==> src/rtl/tfrd_pkg.sv <==
`default_nettype none
// ----------------------------------------------------------------------------
// tfrd_pkg
// Shared types and constants of the tagged frame receive deframer.
// ----------------------------------------------------------------------------
package tfrd_pkg;

  // item kinds on the input channel
  typedef enum logic [1:0] {
    KIND_RX_BYTE = 2'd0,
    KIND_READ    = 2'd1,
    KIND_RESTART = 2'd2,
    KIND_UNUSED  = 2'd3
  } kind_e;

  // frame tracker phase
  typedef enum logic [1:0] {
    PH_HUNT     = 2'd0,
    PH_TAG_HDR  = 2'd1,
    PH_TAG_DATA = 2'd2,
    PH_LAST_DATA = 2'd3
  } phase_e;

  // tracker events reported with each result
  typedef enum logic [2:0] {
    EV_NONE       = 3'd0,
    EV_HDR_OK     = 3'd1,
    EV_HDR_BAD    = 3'd2,
    EV_TAG_START  = 3'd3,
    EV_ZERO_LEN   = 3'd4,
    EV_TAG_DONE   = 3'd5,
    EV_FRAME_DONE = 3'd6
  } event_e;

  // header signature bytes
  localparam logic [7:0] HDR_BYTE0 = 8'h4E;
  localparam logic [7:0] HDR_BYTE1 = 8'h52;
  localparam logic [7:0] HDR_BYTE2 = 8'h50;

  // last-tag marker bit in the tag byte
  localparam int unsigned LAST_TAG_BIT = 7;

  // fill level saturation
  localparam logic [7:0] FILL_MAX = 8'hFF;

  // control from the top level to the tracker
  typedef struct packed {
    logic byte_en;
    logic restart;
  } trk_ctl_t;

  // tracker result for the current transaction
  typedef struct packed {
    phase_e phase;
    event_e evt;
  } trk_out_t;

endpackage
`default_nettype wire

==> src/rtl/tfrd_ram.sv <==
`default_nettype none
// ----------------------------------------------------------------------------
// tfrd_ram
// Generic single-port-write, single-port-read RAM with registered read data.
// ----------------------------------------------------------------------------
module tfrd_ram #(
  parameter int unsigned WIDTH = 8,
  parameter int unsigned DEPTH = 256
) (
  input  wire logic                     clk_i,
  input  wire logic                     we_i,
  input  wire logic [$clog2(DEPTH)-1:0] waddr_i,
  input  wire logic [WIDTH-1:0]         wdata_i,
  input  wire logic                     re_i,
  input  wire logic [$clog2(DEPTH)-1:0] raddr_i,
  output logic      [WIDTH-1:0]         rdata_o
);

  logic [WIDTH-1:0] mem_q [DEPTH];

  // write port
  always_ff @(posedge clk_i) begin
    if (we_i) begin
      mem_q[waddr_i] <= wdata_i;
    end
  end

  // registered read port, holds when not enabled
  always_ff @(posedge clk_i) begin
    if (re_i) begin
      rdata_o <= mem_q[raddr_i];
    end
  end

endmodule
`default_nettype wire

==> src/rtl/tfrd_tracker.sv <==
`default_nettype none
// ----------------------------------------------------------------------------
// tfrd_tracker
// Frame tracker: header block hunt, tag header parse and data countdown.
// ----------------------------------------------------------------------------
module tfrd_tracker (
  input  wire logic               clk_i,
  input  wire logic               rst_ni,
  input  wire logic [7:0]         byte_i,
  input  wire tfrd_pkg::trk_ctl_t ctl_i,
  output tfrd_pkg::trk_out_t      out_o
);

  tfrd_pkg::phase_e phase_q, phase_d;
  logic [1:0]       pos_q, pos_d;
  logic             match_q, match_d;
  logic             last_q, last_d;
  logic [7:0]       len_hi_q, len_hi_d;
  logic [15:0]      rem_q, rem_d;
  tfrd_pkg::event_e evt;
  logic [15:0]      len;
  logic [15:0]      rem_dec;

  assign len     = {len_hi_q, byte_i};
  assign rem_dec = rem_q - 16'd1;

  // next tracker state
  always_comb begin
    phase_d  = phase_q;
    pos_d    = pos_q;
    match_d  = match_q;
    last_d   = last_q;
    len_hi_d = len_hi_q;
    rem_d    = rem_q;
    evt      = tfrd_pkg::EV_NONE;
    if (ctl_i.restart) begin
      phase_d = tfrd_pkg::PH_HUNT;
      pos_d   = 2'd0;
      match_d = 1'b1;
      rem_d   = 16'd0;
    end else if (ctl_i.byte_en) begin
      unique case (phase_q)
        tfrd_pkg::PH_HUNT: begin
          unique case (pos_q)
            2'd0: begin
              if (byte_i != tfrd_pkg::HDR_BYTE0) match_d = 1'b0;
              pos_d = 2'd1;
            end
            2'd1: begin
              if (byte_i != tfrd_pkg::HDR_BYTE1) match_d = 1'b0;
              pos_d = 2'd2;
            end
            2'd2: begin
              if (byte_i != tfrd_pkg::HDR_BYTE2) match_d = 1'b0;
              pos_d = 2'd3;
            end
            default: begin
              // fourth byte closes the block
              if (match_q) begin
                phase_d = tfrd_pkg::PH_TAG_HDR;
                evt     = tfrd_pkg::EV_HDR_OK;
              end else begin
                evt = tfrd_pkg::EV_HDR_BAD;
              end
              pos_d   = 2'd0;
              match_d = 1'b1;
            end
          endcase
        end
        tfrd_pkg::PH_TAG_HDR: begin
          priority if (pos_q == 2'd0) begin
            last_d = byte_i[tfrd_pkg::LAST_TAG_BIT];
            pos_d  = 2'd1;
          end else if (pos_q == 2'd1) begin
            len_hi_d = byte_i;
            pos_d    = 2'd2;
          end else begin
            pos_d = 2'd0;
            if (len == 16'd0) begin
              phase_d = tfrd_pkg::PH_HUNT;
              match_d = 1'b1;
              evt     = tfrd_pkg::EV_ZERO_LEN;
            end else begin
              rem_d   = len;
              phase_d = last_q ? tfrd_pkg::PH_LAST_DATA : tfrd_pkg::PH_TAG_DATA;
              evt     = tfrd_pkg::EV_TAG_START;
            end
          end
        end
        default: begin
          // data countdown
          rem_d = rem_dec;
          if (rem_dec == 16'd0) begin
            pos_d   = 2'd0;
            match_d = 1'b1;
            if (phase_q == tfrd_pkg::PH_LAST_DATA) begin
              phase_d = tfrd_pkg::PH_HUNT;
              evt     = tfrd_pkg::EV_FRAME_DONE;
            end else begin
              phase_d = tfrd_pkg::PH_TAG_HDR;
              evt     = tfrd_pkg::EV_TAG_DONE;
            end
          end
        end
      endcase
    end
  end

  // tracker state registers
  always_ff @(posedge clk_i or negedge rst_ni) begin
    if (!rst_ni) begin
      phase_q  <= tfrd_pkg::PH_HUNT;
      pos_q    <= 2'd0;
      match_q  <= 1'b1;
      last_q   <= 1'b0;
      len_hi_q <= 8'd0;
      rem_q    <= 16'd0;
    end else begin
      phase_q  <= phase_d;
      pos_q    <= pos_d;
      match_q  <= match_d;
      last_q   <= last_d;
      len_hi_q <= len_hi_d;
      rem_q    <= rem_d;
    end
  end

  // result for this transaction
  assign out_o.phase = phase_d;
  assign out_o.evt   = evt;

endmodule
`default_nettype wire

==> src/rtl/tagged_frame_rx_deframer.sv <==
`default_nettype none
// ----------------------------------------------------------------------------
// tagged_frame_rx_deframer
// Receive ring buffer with a tagged frame tracker.
// ----------------------------------------------------------------------------
// Input channel (in_valid_i/in_ready_o) carries one transaction per item:
// a received byte, a host read or a frame hunt restart. Good bytes are
// written into the ring RAM and fed to the frame tracker; a byte with a line
// error is discarded and sets a sticky error that the next host read clears.
// A good byte that finds the ring full (RING_DEPTH-1 bytes) is dropped and
// flagged as overflow.
// Output channel (out_valid_o/out_ready_i) returns exactly one result per
// input transaction, in order: popped byte, tracker phase and event, fill
// level (saturated at 255), sticky error before the item, overflow.
// The result appears in the cycle after the item is accepted, in the output
// register with the ring RAM's registered read data. Throughput is one item
// per cycle unless the receiver stalls, set by the single read-modify-write
// of the ring indexes and tracker state. During a stall the output register
// holds and the input is taken again in the cycle the result is consumed.
// Reset clears indexes, fill count, tracker and sticky error; ring contents
// are not cleared and no clearing pass runs.
// ----------------------------------------------------------------------------
module tagged_frame_rx_deframer #(
  parameter int unsigned RING_DEPTH = 256
) (
  input  wire logic       clk_i,
  input  wire logic       rst_ni,
  input  wire logic       in_valid_i,
  output logic            in_ready_o,
  input  wire logic [1:0] kind_i,
  input  wire logic [7:0] rx_byte_i,
  input  wire logic       line_error_i,
  output logic            out_valid_o,
  input  wire logic       out_ready_i,
  output logic      [7:0] read_data_o,
  output logic            read_valid_o,
  output logic      [1:0] frame_phase_o,
  output logic      [2:0] frame_event_o,
  output logic      [7:0] fill_level_o,
  output logic            error_seen_o,
  output logic            overflow_o
);

  localparam int unsigned IDX_W = $clog2(RING_DEPTH);

  logic [IDX_W-1:0] wr_idx_q, wr_idx_d;
  logic [IDX_W-1:0] rd_idx_q, rd_idx_d;
  logic [IDX_W-1:0] cnt_q, cnt_d;
  logic             sticky_q, sticky_d;
  logic             accept;
  logic             full, empty;
  logic             ram_we, ram_re;
  logic [7:0]       ram_rdata;
  logic             ovf;
  logic [16:0]      cnt_ext;
  logic [7:0]       fill_sat;
  tfrd_pkg::kind_e  kind;
  tfrd_pkg::trk_ctl_t trk_ctl;
  tfrd_pkg::trk_out_t trk_out;

  // output register
  logic             out_valid_q;
  logic             rvalid_q;
  logic [1:0]       phase_q;
  logic [2:0]       event_q;
  logic [7:0]       fill_q;
  logic             err_q;
  logic             ovf_q;

  assign kind   = tfrd_pkg::kind_e'(kind_i);
  assign in_ready_o = !out_valid_q || out_ready_i;
  assign accept = in_valid_i && in_ready_o;
  assign full   = (cnt_q == IDX_W'(RING_DEPTH - 1));
  assign empty  = (cnt_q == '0);

  // ring control for this transaction
  always_comb begin
    ram_we   = 1'b0;
    ram_re   = 1'b0;
    ovf      = 1'b0;
    wr_idx_d = wr_idx_q;
    rd_idx_d = rd_idx_q;
    cnt_d    = cnt_q;
    sticky_d = sticky_q;
    trk_ctl  = '0;
    if (accept) begin
      unique case (kind)
        tfrd_pkg::KIND_RX_BYTE: begin
          priority if (line_error_i) begin
            sticky_d = 1'b1;
          end else if (full) begin
            ovf = 1'b1;
          end else begin
            ram_we   = 1'b1;
            wr_idx_d = (wr_idx_q == IDX_W'(RING_DEPTH - 1)) ? '0 : wr_idx_q + IDX_W'(1);
            cnt_d    = cnt_q + IDX_W'(1);
            trk_ctl.byte_en = 1'b1;
          end
        end
        tfrd_pkg::KIND_READ: begin
          sticky_d = 1'b0;
          if (!empty) begin
            ram_re   = 1'b1;
            rd_idx_d = (rd_idx_q == IDX_W'(RING_DEPTH - 1)) ? '0 : rd_idx_q + IDX_W'(1);
            cnt_d    = cnt_q - IDX_W'(1);
          end
        end
        tfrd_pkg::KIND_RESTART: begin
          trk_ctl.restart = 1'b1;
        end
        default: begin
        end
      endcase
    end
  end

  // fill level after this transaction, saturated
  assign cnt_ext  = 17'(cnt_d);
  assign fill_sat = (cnt_ext > 17'd255) ? tfrd_pkg::FILL_MAX : cnt_ext[7:0];

  // ring index and status registers
  always_ff @(posedge clk_i or negedge rst_ni) begin
    if (!rst_ni) begin
      wr_idx_q <= '0;
      rd_idx_q <= '0;
      cnt_q    <= '0;
      sticky_q <= 1'b0;
    end else begin
      wr_idx_q <= wr_idx_d;
      rd_idx_q <= rd_idx_d;
      cnt_q    <= cnt_d;
      sticky_q <= sticky_d;
    end
  end

  // ring storage
  tfrd_ram #(
    .WIDTH (8),
    .DEPTH (RING_DEPTH)
  ) u_ring (
    .clk_i   (clk_i),
    .we_i    (ram_we),
    .waddr_i (wr_idx_q),
    .wdata_i (rx_byte_i),
    .re_i    (ram_re),
    .raddr_i (rd_idx_q),
    .rdata_o (ram_rdata)
  );

  // frame tracker
  tfrd_tracker u_tracker (
    .clk_i  (clk_i),
    .rst_ni (rst_ni),
    .byte_i (rx_byte_i),
    .ctl_i  (trk_ctl),
    .out_o  (trk_out)
  );

  // output valid
  always_ff @(posedge clk_i or negedge rst_ni) begin
    if (!rst_ni) begin
      out_valid_q <= 1'b0;
    end else if (in_ready_o) begin
      out_valid_q <= in_valid_i;
    end
  end

  // output payload
  always_ff @(posedge clk_i) begin
    if (accept) begin
      rvalid_q <= ram_re;
      phase_q  <= trk_out.phase;
      event_q  <= trk_out.evt;
      fill_q   <= fill_sat;
      err_q    <= sticky_q;
      ovf_q    <= ovf;
    end
  end

  assign out_valid_o   = out_valid_q;
  assign read_data_o   = rvalid_q ? ram_rdata : 8'd0;
  assign read_valid_o  = rvalid_q;
  assign frame_phase_o = phase_q;
  assign frame_event_o = event_q;
  assign fill_level_o  = fill_q;
  assign error_seen_o  = err_q;
  assign overflow_o    = ovf_q;

endmodule
`default_nettype wire
==> config.mk <==
export PLATFORM = sky130hd
export DESIGN_NAME = tagged_frame_rx_deframer
export DESIGN_NICKNAME = d
export VERILOG_FILES = /design/src/rtl/tfrd_pkg.sv /design/src/rtl/tfrd_ram.sv /design/src/rtl/tfrd_tracker.sv /design/src/rtl/tagged_frame_rx_deframer.sv
export SDC_FILE = /design/constraint.sdc
export NUM_CORES = 2
export LEC_CHECK = 0
export ABC_AREA = 0
export BUFFER_PORTS_ARGS = -buffer_cell sky130_fd_sc_hd__buf_2
export CAP_MARGIN = 20
export CORE_MARGIN = 5
export CORE_UTILIZATION = 35
export DETAILED_ROUTE_END_ITERATION = 16
export PLACE_DENSITY = 0.55
export SYNTH_ARGS = -nofsm -noshare
export SYNTH_HDL_FRONTEND = slang
export SYNTH_HIERARCHICAL = 1
export SYNTH_SLANG_ARGS = --single-unit
==> constraint.sdc <==
create_clock -name clk_i -period 3.5 [get_ports clk_i]
set_clock_uncertainty 0.15 [all_clocks]
set_input_delay 0.175 -clock clk_i [delete_from_list [all_inputs] [get_ports clk_i]]
set_output_delay 0.175 -clock clk_i [all_outputs]
set_load 0.005 [all_outputs]
# == Word level (Yosys, flattened, before mapping) ==
# Memory sizes are Yosys's and may differ from the RTL's. A register that Yosys moved wholly into a read port is not among the register bits.
# Cells that the tools add are included.
# W data, S select, Z words.
# word_totals
reg_bits,72
ram_bits,2048
in_bits,15
out_inout_bits,26
word_cells,140
mem_count,1
# classes
add_sub_neg,5
magnitude_cmp,1
n_eq_ne,21
muxes,65
bitwise_logic,7
n_reduce_logical,23
# memory_table
memory,depth,word_bits,read_ports,rd_ports_with_merged_regs,wr,line_no,rtl
u_ring.mem_q,256,8,1,1,1,tfrd_ram.sv:19,logic [WIDTH-1:0] mem_q [DEPTH];
# ops
op,n
$mux W16,5
$mux W8,7
$logic_not A16 Y1,2
$mux W2,16
$pmux W16 S2,1
$add A8 B1 Y8 const B,3
$eq A8 B8 Y1 const B,3
$ne A8 B7 Y1 const B,3
$mux W1,23
$pmux W8 S2,1
$sub A16 B1 Y16 const B,1
$mux W3,5
$ne A4 B3 Y1 const B,3
$reduce_and A5 Y1,2
$ne A3 B3 Y1 const B,3
$gt A8 B8 Y1 const B,1
$logic_not A8 Y1,1
$pmux W2 S2,2
$reduce_and A4 Y1,2
$reduce_and A8 Y1,1
$sub A8 B1 Y8 const B,1
$not A1 Y1,7
$eq A2 B1 Y1 const B,3
$eq A2 B2 Y1 const B,3
other kinds (16),23

# == Logic depth before layout (Yosys ltp) ==
# logic_depth
depth_word,7
mapped_depth,11
mapped_depth_nobuf,9

# == Hierarchy ==
# The synthesis kept the hierarchy.
# modules_own_cells
module,n_inst,cells_each,area_each_um2,seq_area_each_um2
tfrd_ram,1,3733,79636.4,61739.2
tagged_frame_rx_deframer,1,208,2234.6,1131.1
tfrd_tracker,1,252,2068.2,752.0

# == Least setup slack after synthesis ==
# Ideal clock, no wire load.
# synth_path
kind,flip-flop to flip-flop
start,register cnt_q[3]
end,memory u_ring.mem_q[234][0] (enable)
t_arrival_ps,2789
path_slack_ps,190
stages_incl_launch_ff,12
synth_period_minus_slack_ps,3310
cell_sequence,dfrtp_1 > buf_6 > and4_4 > buf_6 > a41o_1 > or2_2 > inv_1 > clkbuf_1 > buf_1 > nand3_1 > clkbuf_1 > nor2_1
# synth_via
elab_chain_len,7
# synth_rtl
item,line_no,rtl
from (decl),tagged_frame_rx_deframer.sv:48,"logic [IDX_W-1:0] cnt_q, cnt_d;"
from (signal assigned),tagged_frame_rx_deframer.sv:131,cnt_q <= cnt_d;
$eq A8 B8 Y1,tagged_frame_rx_deframer.sv:73,assign full = (cnt_q == IDX_W'(RING_DEPTH - 1));
$mux W1,tagged_frame_rx_deframer.sv:91,end else if (full) begin
$mux W1,tagged_frame_rx_deframer.sv:89,priority if (line_error_i) begin
$mux W1,tagged_frame_rx_deframer.sv:87,unique case (kind)
$mux W1,tagged_frame_rx_deframer.sv:86,if (accept) begin
via ram_we,tagged_frame_rx_deframer.sv:52,"logic ram_we, ram_re;"
$mux W1,tfrd_ram.sv:23,if (we_i) begin
$mux W1 (implied by the code),tfrd_ram.sv:24,mem_q[waddr_i] <= wdata_i;
to (decl),tfrd_ram.sv:19,
# The timed path passes the listed nets, and every way through them passes these cells.

==> results.md <==
* Int Power at 47560 uW
* Syn-to-layout area delta at 17.22%
* Max Buffers Root-to-Sink at 3
* Clock power frac at 33.3%
* Combinational power share at around a quarter
* VDD IR-drop max at ~0.44 mV
* Final WS setup at 0.07941 ns
* Post-Synth Simple-Gate Area at 3.686%
* Share of layout cells above drive strength 1 at 28.10%
* Synth Area per Inst at 20.02 sq um
* HPWL after detailed placement at 142.5 mm
* DP Area at 91440 sq um
* Sink Count at 2128
* Die Wd at 499.7 um
* # port buffers at 40
* Vias at 43850
* Crit Path Max Fanout at 23
* Hold WS at 0.1075 ns
* Sw frac at 27.47%
* Starting Density at 35.22%
* WL/cell at roughly 28 um
* Largest family of logic cells by synthesized area: multiplexers
* Multiplexer area fraction after synthesis at ~14%
* Crit. End Element: flop
* Design Area, Final at 98400 sq um
* CP Class: flop to flop
* Worst EP arrival at between 3 and 4 ns
* Post-route DRC at 0
* Seq/Total Area, Yosys at 75.80%
* Seq pwr share at 43.4%
* CTS H-tree lvls at 4
* Asr flop ratio synth at 2.632%
* RePlAce Congestion at 0.8114
* Postcts setup bufs at 0
* Die area at 249700 sq um
* Post-Syn Area at 83940 sq um
* Final setup violation count at 0
* P_leak at 0.03127 uW
* Post-Syn Nets at 4219
* Cell variety after synth at 84
* Post-synthesis compound-gate area fraction at 4.212%
* Tmin final at 3.421 ns
* CP Launch Type: flop
* Synth Area in Adders at less than 1%
* Crit. Startpoint: rd_idx_q[1]$_DFFE_PN0P_
* 1st-pass router iterations at 6
* Root Buffer: clkbuf_16
* Sw Pwr at 18020 uW
* Cell Rows at 179
* Vias per Instance at around 5.4
* Post-Synth XOR/XNOR Area at less than 1%
* Rel. slew slack at 24.64%
* Final Cycle Share at 97.73%
* Worst-path clk slew at approximately 0.06 ns
* CTS buffer count at 215
* Fmax at between 0.2 and 0.3 GHz
* Initial antenna violation count at 8
* Data required, critical path at 4.02 ns
* EDFF count, synth at 2072
* Slew Viols, Final at 0
* Pwr/cell area at roughly 670 nW/um^2
* Fin. Hold Viols at 0
* Worst skew pair latency at 0.84 ns
* Worst setup endpoint: u_ring/rdata_o[4]$_DFFE_PP_
* Post-DRT Antenna Nets at 0
* Tot GR Track Use at 17.67%
* Core area at 238300 sq um
* Largest net degree at the start of global routing at 182
* Nets at 4790
* Pre-CTS setup slack at -0.05664 ns
* Flops & latches, synth at about 2100
* Final WL at 224.1 mm
* HP Class: primary input to flop
* Critical R2R Capture: u_ring/rdata_o[4]$_DFFE_PP_
* Vias in the first global route at about 44000
* Starting DRT DRC Count at 4501
* Worst r2r path cells at 9
* RSZ-0062 raised after global routing: false
* Reg2reg setup slack at approximately 0.079 ns
* Die Y at 499.7 um
* Outcome: complete, no violations
* # IOs at between 40 and 50
* Worst Max-Slew Pin Slew at 1.125 ns
* Worst reg2reg path startpoint: rd_idx_q[1]$_DFFE_PN0P_
* Main synth FF type: edfxtp_1
* Yosys warns at 6
* First-pass GRT wire length at 321.6 mm
* Total gr overflow at 0
* CTS tree: done
* Mapped Cells at 4193
* Max-cap violations at 0
==> power groups by stage <==
stage	registers, uW	logic [uW]	clock network, uW
2_1_floorplan	28800	10700	0
3_3_place_gp	29000	15400	0
3_5_place_dp	29000	15500	0
4_1_cts	28400	15500	22300
5_1_grt	28500	16300	23400
6_report	28500	15300	21800
==> kinds of logic (layout without fill, tap and decap cells) <==
kind of cell               Yosys count  after routing
other                                0              7
adders and majority gates           11             11
DFF                               2128           2128
buffers and inverters              276           1026
AOI/OAI and AO/OA                  513            513
xor gates and xnor gates            10             10
and+or+nand+nor                    647            647
muxes                              608            608
==> state kept, by name, summed over array words and instances, names as in the netlist <==
signal and count:
u_tracker/rem_q 16, rd_idx_q 8, sticky_q 1, wr_idx_q 8, overflow_o 1, fill_level_o 8
u_tracker/pos_q 2, read_valid_o 1, frame_phase_o 2, u_tracker/match_q 1, u_ring/rdata_o 8, error_seen_o 1
out_valid_o 1, u_tracker/last_q 1, u_tracker/phase_q 2, cnt_q 8, u_ring/mem_q 2048, frame_event_o 3
u_tracker/len_hi_q 8
==> worst min-delay path by stage <==
| stage | from | endpoint | slack, ns | depth (start not counted) |
|---|---|---|---|---|
| 2_1_floorplan | rst_ni | cnt_q[0]$_DFF_PN0_ | -0.27 | 0 |
| 3_3_place_gp | rst_ni | rd_idx_q[0]$_DFFE_PN0P_ | 0.06 | 1 |
| 3_5_place_dp | rst_ni | rd_idx_q[0]$_DFFE_PN0P_ | 0.07 | 1 |
| 4_1_cts | rx_byte_i[2] | u_ring/mem_q[14][2]$_DFFE_PP_ | 0.07 | 2 |
| 5_1_grt | rx_byte_i[4] | u_ring/mem_q[154][4]$_DFFE_PP_ | 0.08 | 2 |
| 6_report | rx_byte_i[4] | u_ring/mem_q[154][4]$_DFFE_PP_ | 0.11 | 2 |
==> worst max-delay path, stage by stage (launching register included) <==
cell and delay [ns]:
dfrtp_4 0.64, buf_12 0.21, buf_12 0.20, buf_4 0.21, mux4_2 0.21, o21ai_0 0.09, a2111oi_1 0.95, nor3_1 0.14
buf_4 0.21, nor4_1 0.23
==> metrics by stage <==
| stage | TNS (ns) | util, % | cells | power [uW] |
|---|---|---|---|---|
| after floorplan | 0 | - | 4193 | 39460 |
| after global placement | -0.1056 | 38.37 | 7692 | 44420 |
| after detailed placement | -0.05664 | 38.37 | 7692 | 44470 |
| after CTS | 0 | 41.26 | 8109 | 66330 |
| after global routing | 0 | 41.28 | 8111 | 68190 |
| final | 0 | 41.29 | 8117 | 65580 |
==> Yosys cell counts (6+ instances only) <==
| master | count | share of area [%] |
|---|---|---|
| a211oi_1 | 19 | 0.17 |
| a21oi_1 | 129 | 0.77 |
| a221oi_1 | 14 | 0.15 |
| a22o_1 | 11 | 0.11 |
| a22oi_1 | 133 | 1.2 |
| a31oi_1 | 9 | 0.067 |
| and2_1 | 17 | 0.13 |
| buf_1 | 22 | 0.098 |
| buf_12 | 8 | 0.19 |
| buf_2 | 36 | 0.21 |
| buf_4 | 27 | 0.24 |
| buf_6 | 25 | 0.34 |
| buf_8 | 13 | 0.23 |
| clkbuf_1 | 126 | 0.56 |
| dfrtp_1 | 55 | 1.6 |
| edfxtp_1 | 2072 | 74 |
| ha_1 | 11 | 0.16 |
| inv_1 | 17 | 0.076 |
| mux2_2 | 13 | 0.17 |
| mux2i_1 | 139 | 1.7 |
| mux4_2 | 454 | 12 |
| nand2_1 | 57 | 0.25 |
| nand2b_1 | 15 | 0.11 |
| nand3_1 | 51 | 0.30 |
| nand4_1 | 16 | 0.12 |
| nor2_1 | 315 | 1.4 |
| nor2b_1 | 36 | 0.27 |
| nor3_1 | 46 | 0.27 |
| nor4_1 | 40 | 0.30 |
| o211ai_1 | 12 | 0.11 |
| o21ai_0 | 49 | 0.29 |
| o221ai_1 | 46 | 0.48 |
| o22ai_1 | 30 | 0.22 |
| o31ai_1 | 8 | 0.072 |
| o32ai_1 | 6 | 0.063 |
| or2_2 | 8 | 0.060 |
==> cell usage in the layout, fill, tap and decap left out, types with 37 or more instances in the layout <==
master / count
clkbuf_1: 70
a22oi_1: 133
buf_12: 49
nand2_1: 57
clkbuf_16: 218
dfrtp_1: 49
mux4_2: 454
nand3_1: 48
a21oi_1: 129
edfxtp_1: 2072
nor3_1: 43
nor2_1: 310
nor4_1: 37
clkinv_1: 44
o21ai_0: 49
o221ai_1: 46
buf_4: 499
mux2i_1: 139
==> metal layers <==
metal | routed length, um | vias to the layer above | part of all wire, % | track usage [%]
met3 | 18290 | 346 | 8.2 | 4.730
met2 | 104300 | 1547 | 47 | 27.41
met4 | 6594 | 0 | 2.9 | 5.352
li1 | - | 18610 | - | -
met1 | 94930 | 23350 | 42 | 24.53
met5 | 0 | - | 0 | 0
==> layout make-up <==
| class | count | area, sq um |
|---|---|---|
| Antenna cell | 7 | 17.52 |
| Clock buffer | 296 | 5828 |
| Clock inverter | 100 | 828.3 |
| Fill cell | 21100 | 139900 |
| Inverter | 19 | 71.32 |
| Multi-Input combinational cell | 1789 | 18780 |
| Sequential cell | 2128 | 63640 |
| Tap cell | 3167 | 3963 |
| Timing Repair Buffer | 611 | 5273 |
==> repair_timing <==
item                        CTS  global route
hold endpoints to repair   1356             0
hold buffers                 21             0
setup endpoints to repair     2             3
gates resized for setup       2             5
(Power assumes the default switching activity.)
